--- config.mk ---
export PLATFORM = sky130hd
export DESIGN_NAME = chm_cell
export DESIGN_NICKNAME = d
export VERILOG_FILES = /design/src/hdl/chm_pkg.sv /design/src/hdl/chm_cell.sv
export SDC_FILE = /design/constraint.sdc
export NUM_CORES = 1
export LEC_CHECK = 0
export ABC_AREA = 1
export BUFFER_PORTS_ARGS = -buffer_cell sky130_fd_sc_hd__clkbuf_2
export CORE_ASPECT_RATIO = 1.1
export CORE_MARGIN = 2
export CORE_UTILIZATION = 49
export CTS_BUF_LIST = sky130_fd_sc_hd__clkbuf_4
export DETAILED_ROUTE_END_ITERATION = 7
export HOLD_SLACK_MARGIN = 0.02
export PLACE_DENSITY = 0.82
export SLEW_MARGIN = 20
export SYNTH_ARGS = -nofsm -noshare
export SYNTH_HDL_FRONTEND = slang
export SYNTH_SLANG_ARGS = --single-unit
export TNS_END_PERCENT = 100
--- constraint.sdc ---
create_clock -name clock -period 4.6 [get_ports clock]
set_clock_uncertainty 0.05 [all_clocks]
set_input_delay 0.23 -clock clock [delete_from_list [all_inputs] [get_ports clock]]
set_output_delay 0.23 -clock clock [all_outputs]
set_load 0.05 [all_outputs]
--- src/hdl/chm_pkg.sv ---
`timescale 1ns / 1ps
// Shared types and constants for the chained fd-to-handle map.
// Used by the cell row, the top level and the port checker; no dependencies.
package chm_pkg;

   // Fixed field widths of the request and response transfers
   localparam int MODE_W   = 2;
   localparam int KEY_W    = 16;
   localparam int VALUE_W  = 32;
   localparam int STATUS_W = 2;

   // Defaults for the top-level parameters
   localparam int NODES_DEFAULT    = 64;
   localparam int KEY_BITS_DEFAULT = 16;

   typedef enum logic [MODE_W-1:0] {
      MODE_GET   = 2'd0,
      MODE_SET   = 2'd1,
      MODE_ERASE = 2'd2,
      MODE_NONE  = 2'd3
   } mode_type;

   typedef enum logic [STATUS_W-1:0] {
      STATUS_DONE      = 2'd0,
      STATUS_REPLACED  = 2'd1,
      STATUS_NOT_FOUND = 2'd2,
      STATUS_FULL      = 2'd3
   } status_type;

   // Operation token that walks the cell row, one cell per cycle.
   // insert marks the second pass that claims the first free cell;
   // found means hit on the search pass and placed on the insert pass.
   typedef struct packed {
      logic                 valid;
      logic                 insert;
      mode_type             op;
      logic [KEY_W-1:0]     key;
      logic [VALUE_W-1:0]   value;
      logic                 found;
      logic                 free_seen;
      logic [VALUE_W-1:0]   old_value;
   } token_type;

endpackage

--- src/hdl/chm_cell.sv ---
`timescale 1ns / 1ps
// One node of the map: in-use bit, key and handle, plus one token stage.
// Depends on chm_pkg for the token type and operation codes.
module chm_cell
   import chm_pkg::*;
#(
   parameter int KW = KEY_BITS_DEFAULT
) (
   input  logic      clock,
   input  logic      reset,
   input  token_type tok_in,
   output token_type tok_out
);

   logic               in_use_ff, in_use_in;
   logic [KW-1:0]      key_ff, key_in;
   logic [VALUE_W-1:0] value_ff, value_in;
   token_type          tok_ff, tok_in_next;
   logic               hit, claim;

   // Match on the search pass; claim the first free node on the insert pass
   assign hit = tok_in.valid && !tok_in.insert && (tok_in.op != MODE_NONE)
                && in_use_ff && (key_ff == tok_in.key[KW-1:0]);
   assign claim = tok_in.valid && tok_in.insert && !in_use_ff && !tok_in.found;

   // Update the node and the passing token
   always_comb begin
      in_use_in   = in_use_ff;
      key_in      = key_ff;
      value_in    = value_ff;
      tok_in_next = tok_in;
      if (hit) begin
         tok_in_next.found     = 1'b1;
         tok_in_next.old_value = value_ff;
         case (tok_in.op)
            MODE_SET:   value_in  = tok_in.value;
            MODE_ERASE: in_use_in = 1'b0;
            default:    ;
         endcase
      end
      if (tok_in.valid && !tok_in.insert && !in_use_ff) begin
         tok_in_next.free_seen = 1'b1;
      end
      if (claim) begin
         in_use_in         = 1'b1;
         key_in            = tok_in.key[KW-1:0];
         value_in          = tok_in.value;
         tok_in_next.found = 1'b1;
      end
   end

   // Hold node contents; advance the token to the neighbor
   always_ff @(posedge clock) begin
      key_ff   <= key_in;
      value_ff <= value_in;
      tok_ff   <= tok_in_next;
      if (reset) begin
         in_use_ff    <= 1'b0;
         tok_ff.valid <= 1'b0;
      end else begin
         in_use_ff <= in_use_in;
      end
   end

   assign tok_out = tok_ff;

endmodule

==> metrics.txt <==
status=complete, no violations; CTS buffer count=17; GR Overflow Total=0; Total Routed Length=10650 um; Peak Freq=0.2855 GHz; area of the multi-input gates=800.8 um^2; post-DP HPWL=6125 um; Max transition margin=30.92%; clock sinks=135; Core Util, Final=76.10%; crit-path max FO=34; Detailed Route Iter0 Violations=146; Slew @ Worst Pin=1032 ps; Vias/cell=4.628; mapped cell area=4135 um^2; mean routed wirelength per cell=14.69 um; drt first pass iters=4; setup TNS=0 ps; Via Count=3355; r2r endpoint=value_ff[11]$_DFFE_PP_; Leakage=2.917 nW; sequential power share=51.6%; internal cell power=1.885 mW; Area Growth Syn to Fin=52.31%; Slew Viols, Final=0; cts repair resizes=0; Req. time, crit path=4680 ps; flops & latches, synth=135; net switching power=0.6503 mW; Final Cycle Share=76.13%; CTS HTree Levels=4; CTS tree=yes; cell taking the most area after synthesis=dfxtp_1; Critical Path AT=3590 ps; Reg clk slew, reported paths=110 ps; hold wc startpoint=tok_in[52]; antenna violations before repair=0; RePlAce Congestion=0.7782; post-route insts no fill=725; vias in the first global route=3587; Final Total Pwr=2.535 mW; commonest non-fill, non-tap cells in the layout=clkbuf_2, dlygate4sd3_1, dfxtp_1; Post-Synth Adder-Cell Area=0%; worst skew pair latency=510 ps; fin crit period=3502 ps; # IOs=174; share of cells above drive strength 1=38.60%; Synth warnings=0; Row Count=35; Fin. Hold Viols=0; clk root buf=clkbuf_4; Hold Path End=tok_out[52]$_DFF_P_; pwr dens=402.5 nW/um^2; Min-Delay Path Depth=2; CTS Buffer Depth=2; fin nets=689; placed cell count=605; crit path capture type=flop; critical path class=in -> reg; mux cell area share after synthesis=0%; r2r setup slk=1180 ps; Simple-Gate Fraction of Synth Area=13.62%; GRT Total Usage=23.96%; Synth cell types=19; n_diodes=0; clock share of power=35.1%; Worst R2R Start=key_ff[0]$_DFFE_PN_; # fillers=491; Chip Width=91.59 um; Final Setup Violations=0; Comb power frac=13.3%; ANT nets after route=0; first-pass GRT wire length=16590 um; FF-to-FF path depth=7; worst vdd ir=0.3586 mV; Mapped Cells=329; RSZ-0062 raised after global routing=no; Max Cap Violations=0; initial core utilization=49.96%; largest net degree at the start of global routing=35; die height=100.4 um; Seq/Total Area, Yosys=76.97%; Hold/Removal Path Class=in -> reg; element type at the critical path start=input pin; Syn Area/Cell=12.57 um^2; Synth area leaders=dfxtp_1, edfxtp_1, nor2_1, nor2_2, a21oi_1; area of the core=8277 um^2; complex-gate fraction of the synthesized area=4.569%; xor and xnor fraction of the mapped netlist area=0.8472%; DRC=0; largest family of logic cells by synthesized area=simple AND/OR/NAND/NOR gates; commonest non-fill, non-tap cell in the layout=clkbuf_2; Synth top area share=42.12%; die area=9191 um^2; # port buffers=173; Sw Share=25.65%; storage element area=3183 um^2; net count after synthesis=417
==> per-stage QoR <==
step                worst slack (ps)  hold slack, ps  area (um^2)
global placement                1358           298.0         5082
CTS                             1186           258.8         6299
floorplan                       1250           207.7         4135
detailed placement              1218           298.8         5082
finish                          1098           322.5         6299
global route                   935.7           272.8         6299
==> sequential cells by signal (all words and copies together) (netlist names) <==
name and cells:
in_use_ff 1, key_ff 16, tok_out 86, value_ff 32
==> layout make-up <==
type,instances,area share [%]
clock buffers,17,2.026
multi-input cells,162,12.71
clock inverters,15,3.298
well taps,111,2.205
flip-flops and latches,135,50.54
inverters,23,1.371
repair buffers,262,27.85
==> routing by layer <==
layer	global-route usage, %	routed length, um	vias to the layer above
li1	-	-	1613
met1	23.84	3874	1551
met2	43.10	5828	148
met3	8.634	553	43
met4	13.64	392	0
met5	0	0	-
==> worst max-delay path by stage <==
stage,slack [ps],cells after the start,end,startpoint
2_1_floorplan,1250,3,value_ff[0]$_DFFE_PP_,in_use_ff$_SDFFE_PP0P_
3_3_place_gp,1360,7,value_ff[12]$_DFFE_PP_,key_ff[9]$_DFFE_PN_
3_5_place_dp,1220,7,value_ff[15]$_DFFE_PP_,key_ff[9]$_DFFE_PN_
4_1_cts,1190,7,value_ff[11]$_DFFE_PP_,key_ff[9]$_DFFE_PN_
5_1_grt,940,7,value_ff[7]$_DFFE_PP_,key_ff[9]$_DFFE_PN_
6_report,1100,9,value_ff[11]$_DFFE_PP_,tok_in[84]
==> synth_stat cells <==
cell      count
nor4_1        1
nand3_1       5
o21a_1        1
buf_6         3
nor2_2       28
xnor2_1       4
inv_2         2
nand3b_1      1
nand2_1      32
dfxtp_1      87
nor2_4        2
o21ai_2       1
o21bai_1      1
nand2_4       1
nor2_1       52
edfxtp_1     48
buf_4         6
inv_1        21
a21oi_1      33
==> critical path, stage by stage <==
cell,delay (ps)
dlygate4sd3_1,540
clkbuf_2,130
inv_2,90
nand3_1,110
nor2_1,130
nand3_1,140
nor2_4,680
nand2_4,530
o21ai_4,960
==> power groups by stage <==
stage	Combinational, mW	Clock (mW)	Sequential (mW)
finish	0.338	0.890	1.31
global route	0.355	0.962	1.31
CTS	0.333	0.912	1.31
detailed placement	0.273	0	1.33
global placement	0.269	0	1.33
floorplan	0.0331	0	1.48
==> cell families (layout without fill, tap and decap cells) <==
group | after synthesis | count (layout)
xor+xnor | 4 | 4
buf+inv | 32 | 317
compound gates | 36 | 36
flops | 135 | 135
simple gates | 122 | 122
==> what timing repair did <==
| action | in CTS | in global routing |
|---|---|---|
| setup buffers | 0 | 0 |
| hold buffers | 88 | 0 |
| hold endpoints to repair | 135 | 0 |
(Power assumes the default switching activity.)
